===== config.mk =====
export PLATFORM = sky130hd
export DESIGN_NAME = multi_channel_software_watchdog_flat
export DESIGN_NICKNAME = d
export VERILOG_FILES = /design/src/wdg_pkg.sv /design/src/wdg_in_if.sv /design/src/wdg_out_if.sv /design/src/wdg_ram.sv /design/src/wdg_seq.sv /design/src/multi_channel_software_watchdog.sv /design/src/flat_wrapper.sv
export SDC_FILE = /design/constraint.sdc
export NUM_CORES = 1
export LEC_CHECK = 0
export BUFFER_PORTS_ARGS = -buffer_cell sky130_fd_sc_hd__buf_2
export CORE_MARGIN = 3
export CORE_UTILIZATION = 40
export CTS_BUF_LIST = sky130_fd_sc_hd__clkbuf_4 sky130_fd_sc_hd__clkbuf_8 sky130_fd_sc_hd__clkbuf_16
export DETAILED_ROUTE_END_ITERATION = 8
export SLEW_MARGIN = 0
export SYNTH_ARGS = -nofsm -noshare
export SYNTH_HDL_FRONTEND = slang
export SYNTH_SLANG_ARGS = --single-unit

===== constraint.sdc =====
create_clock -name clk_i -period 8.8 [get_ports clk_i]
set_input_delay 0.44 -clock clk_i [delete_from_list [all_inputs] [get_ports clk_i]]
set_output_delay 0.44 -clock clk_i [all_outputs]
set_load 0.05 [all_outputs]

===== src/wdg_pkg.sv =====
`default_nettype none

package wdg_pkg;

  localparam int unsigned MODE_W = 3;
  localparam int unsigned CHAN_W = 8;
  localparam int unsigned FCH_W  = 6;
  localparam int unsigned DATA_W = 32;

  localparam logic [MODE_W-1:0] MODE_TICK     = 3'd0;
  localparam logic [MODE_W-1:0] MODE_REGISTER = 3'd1;
  localparam logic [MODE_W-1:0] MODE_KICK     = 3'd2;
  localparam logic [MODE_W-1:0] MODE_CHECK    = 3'd3;
  localparam logic [MODE_W-1:0] MODE_QUERY    = 3'd4;

  localparam logic [DATA_W-1:0] TIMEOUT_RESET = 32'd30000;

  // APB register indexes (word address).
  localparam logic REG_TIMEOUT = 1'b0;

  typedef struct packed {
    logic              fault;
    logic [FCH_W-1:0]  fault_channel;
    logic [DATA_W-1:0] elapsed_ms;
    logic              is_registered;
    logic              feed;
  } res_t;

endpackage

`default_nettype wire


===== src/wdg_in_if.sv =====
`default_nettype none

interface wdg_in_if;
  logic                       valid;
  logic                       ready;
  logic [wdg_pkg::MODE_W-1:0] mode;
  logic [wdg_pkg::CHAN_W-1:0] channel;

  modport source (output valid, output mode, output channel, input ready);
  modport sink (input valid, input mode, input channel, output ready);
endinterface

`default_nettype wire


===== src/wdg_out_if.sv =====
`default_nettype none

interface wdg_out_if;
  logic                       valid;
  logic                       ready;
  logic                       fault;
  logic [wdg_pkg::FCH_W-1:0]  fault_channel;
  logic [wdg_pkg::DATA_W-1:0] elapsed_ms;
  logic                       is_registered;
  logic                       feed;

  modport source (
    output valid, output fault, output fault_channel, output elapsed_ms,
    output is_registered, output feed, input ready
  );
  modport sink (
    input valid, input fault, input fault_channel, input elapsed_ms,
    input is_registered, input feed, output ready
  );
endinterface

`default_nettype wire


===== src/wdg_ram.sv =====
`default_nettype none

module wdg_ram #(
  parameter int unsigned WIDTH = 32,
  parameter int unsigned DEPTH = 8,
  localparam int unsigned AW = (DEPTH > 1) ? $clog2(DEPTH) : 1
) (
  input  wire logic             clk_i,
  input  wire logic             we_i,
  input  wire logic [AW-1:0]    waddr_i,
  input  wire logic [WIDTH-1:0] wdata_i,
  input  wire logic             re_i,
  input  wire logic [AW-1:0]    raddr_i,
  output      logic [WIDTH-1:0] rdata_o
);

  logic [WIDTH-1:0] mem_q [DEPTH];

  always_ff @(posedge clk_i) begin
    if (we_i) begin
      mem_q[waddr_i] <= wdata_i;
    end
    if (re_i) begin
      rdata_o <= mem_q[raddr_i];
    end
  end

endmodule

`default_nettype wire


===== src/wdg_seq.sv =====
`default_nettype none

module wdg_seq #(
  parameter int unsigned NUM_CHANNELS = 8,
  localparam int unsigned CW = (NUM_CHANNELS > 1) ? $clog2(NUM_CHANNELS) : 1
) (
  input  wire logic                       clk_i,
  input  wire logic                       rst_ni,
  input  wire logic                       in_valid_i,
  output      logic                       in_ready_o,
  input  wire logic [wdg_pkg::MODE_W-1:0] in_mode_i,
  input  wire logic [wdg_pkg::CHAN_W-1:0] in_channel_i,
  input  wire logic [wdg_pkg::DATA_W-1:0] timeout_i,
  output      wdg_pkg::res_t              res_o,
  output      logic                       res_valid_o,
  input  wire logic                       res_ready_i
);

  localparam logic [1:0] ST_IDLE = 2'd0;
  localparam logic [1:0] ST_READ = 2'd1;
  localparam logic [1:0] ST_SCAN = 2'd2;
  localparam logic [1:0] ST_DONE = 2'd3;

  localparam logic [CW-1:0] LAST_IDX = CW'(NUM_CHANNELS - 1);

  logic [1:0]                  state_q, state_d;
  logic [wdg_pkg::DATA_W-1:0]  time_q, time_d;
  logic [NUM_CHANNELS-1:0]     active_q, active_d;
  logic [CW-1:0]               idx_q, idx_d;
  wdg_pkg::res_t               res_q, res_d;

  logic                        ram_we;
  logic                        ram_re;
  logic [CW-1:0]               ram_raddr;
  logic [wdg_pkg::DATA_W-1:0]  ram_rdata;
  logic [wdg_pkg::DATA_W-1:0]  elapsed;
  logic                        ch_ok;
  logic [CW-1:0]               ch_idx;

  // Last-kick timestamps. Entries are only used once their channel is
  // registered, and registering writes the entry, so no clearing is needed.
  wdg_ram #(
    .WIDTH (wdg_pkg::DATA_W),
    .DEPTH (NUM_CHANNELS)
  ) u_kick_ram (
    .clk_i   (clk_i),
    .we_i    (ram_we),
    .waddr_i (ch_idx),
    .wdata_i (time_q),
    .re_i    (ram_re),
    .raddr_i (ram_raddr),
    .rdata_o (ram_rdata)
  );

  assign ch_ok      = in_channel_i < wdg_pkg::CHAN_W'(NUM_CHANNELS);
  assign ch_idx     = in_channel_i[CW-1:0];
  assign elapsed    = time_q - ram_rdata;
  assign in_ready_o = (state_q == ST_IDLE);
  assign res_valid_o = (state_q == ST_DONE);
  assign res_o      = res_q;

  always_comb begin
    state_d   = state_q;
    time_d    = time_q;
    active_d  = active_q;
    idx_d     = idx_q;
    res_d     = res_q;
    ram_we    = 1'b0;
    ram_re    = 1'b0;
    ram_raddr = '0;

    unique case (state_q)
      ST_IDLE: begin
        if (in_valid_i) begin
          res_d   = '0;
          state_d = ST_DONE;
          unique case (in_mode_i)
            wdg_pkg::MODE_TICK: begin
              time_d = time_q + 1'b1;
            end
            wdg_pkg::MODE_REGISTER: begin
              if (ch_ok) begin
                ram_we           = 1'b1;
                active_d[ch_idx] = 1'b1;
              end
            end
            wdg_pkg::MODE_KICK: begin
              ram_we = ch_ok && active_q[ch_idx];
            end
            wdg_pkg::MODE_CHECK: begin
              ram_re    = 1'b1;
              ram_raddr = '0;
              idx_d     = '0;
              state_d   = ST_SCAN;
            end
            wdg_pkg::MODE_QUERY: begin
              if (ch_ok && active_q[ch_idx]) begin
                ram_re    = 1'b1;
                ram_raddr = ch_idx;
                state_d   = ST_READ;
              end
            end
            default: begin
            end
          endcase
        end
      end
      ST_READ: begin
        res_d.elapsed_ms    = elapsed;
        res_d.is_registered = 1'b1;
        state_d             = ST_DONE;
      end
      ST_SCAN: begin
        // The timestamp of channel idx_q is on the read port; the next
        // channel's read is issued in the same cycle.
        if (active_q[idx_q] && (elapsed > timeout_i)) begin
          res_d.fault         = 1'b1;
          res_d.fault_channel = wdg_pkg::FCH_W'(idx_q);
          res_d.elapsed_ms    = elapsed;
          state_d             = ST_DONE;
        end else if (idx_q == LAST_IDX) begin
          res_d.feed = 1'b1;
          state_d    = ST_DONE;
        end else begin
          idx_d     = idx_q + 1'b1;
          ram_re    = 1'b1;
          ram_raddr = idx_q + 1'b1;
        end
      end
      ST_DONE: begin
        if (res_ready_i) begin
          state_d = ST_IDLE;
        end
      end
      default: begin
        state_d = ST_IDLE;
      end
    endcase
  end

  always_ff @(posedge clk_i or negedge rst_ni) begin
    if (!rst_ni) begin
      state_q  <= ST_IDLE;
      time_q   <= '0;
      active_q <= '0;
      idx_q    <= '0;
    end else begin
      state_q  <= state_d;
      time_q   <= time_d;
      active_q <= active_d;
      idx_q    <= idx_d;
    end
  end

  always_ff @(posedge clk_i) begin
    res_q <= res_d;
  end

endmodule

`default_nettype wire


===== src/multi_channel_software_watchdog.sv =====
// Multi-channel software watchdog. Tick items advance a 32-bit millisecond
// counter; register, kick, check and query items act on up to NUM_CHANNELS
// channels whose last-kick timestamps live in a single-port-read RAM, with
// the registered flags in flip-flops. Every input item yields exactly one
// result beat. Tick, register, kick, unused modes and queries of unregistered
// or out-of-range channels go from idle straight to the result state, a
// query of a registered channel passes through a read state first, and a
// check scans the channels, reading one timestamp per cycle from the RAM
// and stopping at the first expired channel. A finished result waits in an
// output register, so the next item is taken while it is still unread.
// timeout_ms sits at APB byte address 0 and resets to 30000; it should be
// written only while the block is idle.
`default_nettype none

module multi_channel_software_watchdog #(
  parameter int unsigned NUM_CHANNELS = 8
) (
  input  wire logic                       clk_i,
  input  wire logic                       rst_ni,
  wdg_in_if.sink                          item_i,
  wdg_out_if.source                       result_o,
  input  wire logic                       psel,
  input  wire logic                       penable,
  input  wire logic                       pwrite,
  input  wire logic [2:0]                 paddr,
  input  wire logic [wdg_pkg::DATA_W-1:0] pwdata,
  output      logic [wdg_pkg::DATA_W-1:0] prdata,
  output      logic                       pready
);

  logic [wdg_pkg::DATA_W-1:0] timeout_q, timeout_d;
  wdg_pkg::res_t              res;
  logic                       res_valid;
  logic                       res_ready;
  wdg_pkg::res_t              out_q;
  logic                       out_valid_q, out_valid_d;

  assign pready = 1'b1;

  always_comb begin
    timeout_d = timeout_q;
    if (psel && penable && pwrite && (paddr[2] == wdg_pkg::REG_TIMEOUT)) begin
      timeout_d = pwdata;
    end
  end

  assign prdata = (paddr[2] == wdg_pkg::REG_TIMEOUT) ? timeout_q : '0;

  wdg_seq #(
    .NUM_CHANNELS (NUM_CHANNELS)
  ) u_seq (
    .clk_i        (clk_i),
    .rst_ni       (rst_ni),
    .in_valid_i   (item_i.valid),
    .in_ready_o   (item_i.ready),
    .in_mode_i    (item_i.mode),
    .in_channel_i (item_i.channel),
    .timeout_i    (timeout_q),
    .res_o        (res),
    .res_valid_o  (res_valid),
    .res_ready_i  (res_ready)
  );

  // Output register: a new result loads when the slot is empty or its beat
  // is being taken in the same cycle.
  assign res_ready = !out_valid_q || result_o.ready;

  always_comb begin
    out_valid_d = out_valid_q;
    if (res_valid && res_ready) begin
      out_valid_d = 1'b1;
    end else if (result_o.ready) begin
      out_valid_d = 1'b0;
    end
  end

  always_ff @(posedge clk_i or negedge rst_ni) begin
    if (!rst_ni) begin
      timeout_q   <= wdg_pkg::TIMEOUT_RESET;
      out_valid_q <= 1'b0;
    end else begin
      timeout_q   <= timeout_d;
      out_valid_q <= out_valid_d;
    end
  end

  always_ff @(posedge clk_i) begin
    if (res_valid && res_ready) begin
      out_q <= res;
    end
  end

  assign result_o.valid         = out_valid_q;
  assign result_o.fault         = out_q.fault;
  assign result_o.fault_channel = out_q.fault_channel;
  assign result_o.elapsed_ms    = out_q.elapsed_ms;
  assign result_o.is_registered = out_q.is_registered;
  assign result_o.feed          = out_q.feed;

endmodule

`default_nettype wire

===== src/flat_wrapper.sv =====
// flat-port wrapper written by rule: the top's interface ports become plain ports
module multi_channel_software_watchdog_flat 
#(
  parameter int unsigned NUM_CHANNELS = 8
)
  (clk_i, rst_ni, psel, penable, pwrite, paddr, pwdata, prdata, pready, item_i_valid, item_i_mode, item_i_channel, item_i_ready, result_o_valid, result_o_fault, result_o_fault_channel, result_o_elapsed_ms, result_o_is_registered, result_o_feed, result_o_ready);
  wdg_in_if item_i_i ();
  wdg_out_if result_o_i ();
  input  wire logic clk_i;
  input  wire logic rst_ni;
  input  wire logic psel;
  input  wire logic penable;
  input  wire logic pwrite;
  input  wire logic [2:0] paddr;
  input  wire logic [wdg_pkg::DATA_W-1:0] pwdata;
  output      logic [wdg_pkg::DATA_W-1:0] prdata;
  output      logic pready;
  input wire logic [$bits(item_i_i.valid)-1:0] item_i_valid;
  input wire logic [$bits(item_i_i.mode)-1:0] item_i_mode;
  input wire logic [$bits(item_i_i.channel)-1:0] item_i_channel;
  output wire logic [$bits(item_i_i.ready)-1:0] item_i_ready;
  output wire logic [$bits(result_o_i.valid)-1:0] result_o_valid;
  output wire logic [$bits(result_o_i.fault)-1:0] result_o_fault;
  output wire logic [$bits(result_o_i.fault_channel)-1:0] result_o_fault_channel;
  output wire logic [$bits(result_o_i.elapsed_ms)-1:0] result_o_elapsed_ms;
  output wire logic [$bits(result_o_i.is_registered)-1:0] result_o_is_registered;
  output wire logic [$bits(result_o_i.feed)-1:0] result_o_feed;
  input wire logic [$bits(result_o_i.ready)-1:0] result_o_ready;
  assign item_i_i.valid = item_i_valid;
  assign item_i_i.mode = item_i_mode;
  assign item_i_i.channel = item_i_channel;
  assign item_i_ready = item_i_i.ready;
  assign result_o_valid = result_o_i.valid;
  assign result_o_fault = result_o_i.fault;
  assign result_o_fault_channel = result_o_i.fault_channel;
  assign result_o_elapsed_ms = result_o_i.elapsed_ms;
  assign result_o_is_registered = result_o_i.is_registered;
  assign result_o_feed = result_o_i.feed;
  assign result_o_i.ready = result_o_ready;
  multi_channel_software_watchdog #(.NUM_CHANNELS(NUM_CHANNELS)) u_core (.clk_i(clk_i), .rst_ni(rst_ni), .item_i(item_i_i), .result_o(result_o_i), .psel(psel), .penable(penable), .pwrite(pwrite), .paddr(paddr), .pwdata(pwdata), .prdata(prdata), .pready(pready));
endmodule

==> metrics.yaml <==
n_antenna_cell: 0
p_sw_frac: 0.3069
root_buffer: "clkbuf_16"
io_pins: 129
tritoncts: "done"
worst_hold_slack_ns: 0.07659
synth-edff-count: 364
grt_pass1_wl_um: 70980
power_mw: 6.128
postCtsSetupBuffers: 0
clk_pin_slew_worst_paths_ns: 0.07
arrival_ns: 7.46
wl_per_cell_um: 20.14
avgSynthCellArea_um2: 13.66
grt_pass1_vias: 12340
rsz0062_at_grt: "false"
worstReg2RegEnd: "u_core.u_seq.u_kick_ram.rdata_o[21]$_DFFE_PP_"
die_w_um: 228.6
syn-cell-area_um2: 19820
die_y_um: 228.6
hold_viol: 0
gp_congestion: 0.8222
hold_path_class: "in2async"
fill_cells: 4201
overflow: 0
synth_flop_cell: "edfxtp_1"
timing.rr.start: "u_core.u_seq.time_q[0]$_DFFE_PN0P_"
maxCapViolations: 0
rrSetupSlack_ns: 1.70
postSynthCellCount: 1451
place_hpwl_um: 28510
seqPwrFrac: 0.443
start_kind: "flip-flop"
worstSetupPathType: "reg2reg"
clock_skew_ns: 0.01584
p_leak_nw: 8.271
regArea_um2: 12890
outcome: "finished, final reports clean"
pre_cts_ws_ns: 1.577
fin_crit_ns: 7.098
fin_nets: 1712
h-tree-depth: 2
final.setup.tns_ns: 0
combPwrFrac: 0.223
syn2layout_area_growth_pct: 15.04
async_flop_share: 0.1765
grt_max_degree: 79
drtIter0Drc: 900
max_clock_freq_mhz: 140.9
yosys_warnings: 0
grt_usage: 0.1725
slew_headroom: 0.2643
antenna_found_initial: 0
drive_gt1_frac: 0.1922
via_per_inst: 5.441
cts.sinks: 442
num_vias: 12400
p_switching_mw: 1.881
drv_slew: 0
powerDensity_nw_per_um2: 268.7
worstPathMaxFanout: 33
start_util: 0.4100
ir_drop_uv: 135.9
multiInputGateArea_um2: 6360
pwr-share-clk: 0.334
setup_slack_ns: 1.702
drc: 0
reg2reg_depth: 23
totalWireLength_um: 45900
period_share: 0.8066
clk_path_buf_depth: 3
crit_required_ns: 9.16
drt_pass1_iterations: 5
finalCoreUtilization: 0.4717
yosysSeqAreaShare: 0.6503
cts.repair.resized: 0
coreArea_um2: 48350
ys_ff_latch: 442
ant_nets: 0
endpoint_kind: "flip-flop"
power.internal_mw: 4.247
numCtsBuffers: 44
setup_violations: 0
yosysUniqueCellTypes: 77
die_area_um2: 52270
rows: 80
insertion_delay_ns: 0.56
holdBufCountCts: 0
worst_pin_slew_ns: 1.104
io_buffers: 122
## Yosys cell counts (all sizes together), types with 8 or more instances
master	n	area share
a211oi	119	0.045
a21o	16	0.0061
a21oi	34	0.0086
and2	35	0.011
and3	9	0.0028
buf	36	0.013
clkbuf	19	0.0036
dfrtp	71	0.090
edfxtp	364	0.55
ha	71	0.045
inv	87	0.016
mux2	51	0.029
nand2	51	0.0097
nand2b	9	0.0036
nand3	20	0.0050
nand4	12	0.0038
nor2	123	0.023
nor2b	11	0.0035
nor3	20	0.0059
nor4	16	0.0058
nor4bb	21	0.011
o21ai	32	0.0081
o21bai	8	0.0030
o22ai	65	0.021
xnor2	42	0.019
xor2	14	0.0062
## critical path: stages, from the launching register on
cell	delay [ns]
dfrtp_1	0.57
inv_1	0.21
ha_1	0.28
fa_1	0.43
nor2b_1	0.12
o21ai_0	0.10
a21oi_1	0.30
o211a_1	0.26
o31ai_1	0.16
o21a_1	0.21
o41ai_1	0.37
xor2_1	0.17
ha_1	0.31
nand4_1	0.16
nor4_1	0.44
o2111a_1	0.28
o41a_2	0.25
nor3_4	0.10
a2bb2oi_2	0.14
buf_4	0.46
a21o_1	0.81
buf_4	0.32
o22ai_1	0.10
nor4bb_1	0.30
## state kept, by name (all words and copies together) (netlist names), 3 cells and up
signal                           flops
u_core.u_seq.active_q                8
u_core.result_o.fault_channel        3
u_core.u_seq.u_kick_ram.mem_q      256
u_core.u_seq.res_o                  38
u_core.timeout_q                    32
u_core.u_seq.u_kick_ram.rdata_o     32
u_core.u_seq.time_q                 32
u_core.u_seq.idx_q                   3
u_core.result_o.elapsed_ms          32
## kinds of logic after synthesis
family | synth area share
flops | 0.6503
simple gates | 0.09524
compound gates | 0.1178
buf+inv | 0.03307
fa+ha+maj | 0.04582
xor+xnor | 0.02474
mux | 0.03263
other cells | 0.0003788
## power groups by stage
| stage | clock [mW] | sequential (mW) | combinational (mW) |
|---|---|---|---|
| after floorplan | 0 | 2.97 | 0.747 |
| after global placement | 0 | 2.75 | 1.35 |
| after detailed placement | 0 | 2.76 | 1.37 |
| after CTS | 2.09 | 2.72 | 1.38 |
| after global routing | 2.18 | 2.74 | 1.49 |
| final | 2.05 | 2.72 | 1.36 |
## final cells by class
type | count | share of cell area
Clock buffer | 68 | 0.05909
Inverter | 87 | 0.01432
Timing Repair Buffer | 143 | 0.03434
Multi-Input combinational cell | 869 | 0.2789
Clock inverter | 14 | 0.01212
Sequential cell | 442 | 0.5653
Tap cell | 656 | 0.03599
## how the worst max path moves through the flow
stage | startpoint | to | slack (ns) | depth (start not counted)
4_1_cts | u_core.u_seq.time_q[2]$_DFFE_PN0P_ | u_core.u_seq.u_kick_ram.rdata_o[21]$_DFFE_PP_ | 1.55 | 21
3_5_place_dp | u_core.u_seq.time_q[0]$_DFFE_PN0P_ | u_core.u_seq.u_kick_ram.rdata_o[21]$_DFFE_PP_ | 1.58 | 22
2_1_floorplan | u_core.u_seq.time_q[0]$_DFFE_PN0P_ | u_core.u_seq.res_o[10]$_SDFFCE_PN0P_ | 2.39 | 18
6_report | u_core.u_seq.time_q[0]$_DFFE_PN0P_ | u_core.u_seq.u_kick_ram.rdata_o[21]$_DFFE_PP_ | 1.70 | 23
3_3_place_gp | u_core.u_seq.time_q[0]$_DFFE_PN0P_ | u_core.u_seq.u_kick_ram.rdata_o[19]$_DFFE_PP_ | 1.71 | 22
5_1_grt | u_core.u_seq.time_q[0]$_DFFE_PN0P_ | u_core.u_seq.u_kick_ram.rdata_o[23]$_DFFE_PP_ | 1.22 | 23
## layer usage
layer	part of all wire	vias up	global-route usage
met5	0	-	0
met4	0.025	0	0.05150
met3	0.050	83	0.03028
met2	0.47	341	0.2882
met1	0.45	6138	0.2314
li1	-	5837	-
## layout by cell type, fill, tap and decap left out, types with 7 or more instances in the layout
cell type and instances:
clkbuf_4 17, dfstp_2 7, mux2_2 51, xor2_1 14, nand2_1 51, buf_4 21
a21o_1 16, nor2_1 119, o21bai_1 7, a21oi_1 34, xnor2_1 42, and2_1 34
dfrtp_1 71, nor4bb_1 21, nor3_1 14, buf_2 121, or3_1 7, and3_1 9
o22ai_1 65, nand3_1 20, inv_1 86, edfxtp_1 364, o21a_1 7, o21ai_0 32
ha_1 71, nand4_1 12, a211oi_1 119, nor4_1 14, nand2b_1 7, bufinv_16 7
nor2b_1 11, clkbuf_16 46
## stage by stage
step / area [um2] / std cells
CTS: 22810 / 2279
floorplan: 19830 / 1453
detailed placement: 21180 / 2197
global route: 22810 / 2279
finish: 22810 / 2279
global placement: 21180 / 2197
Note: power is estimated with default switching activity, not from simulation.
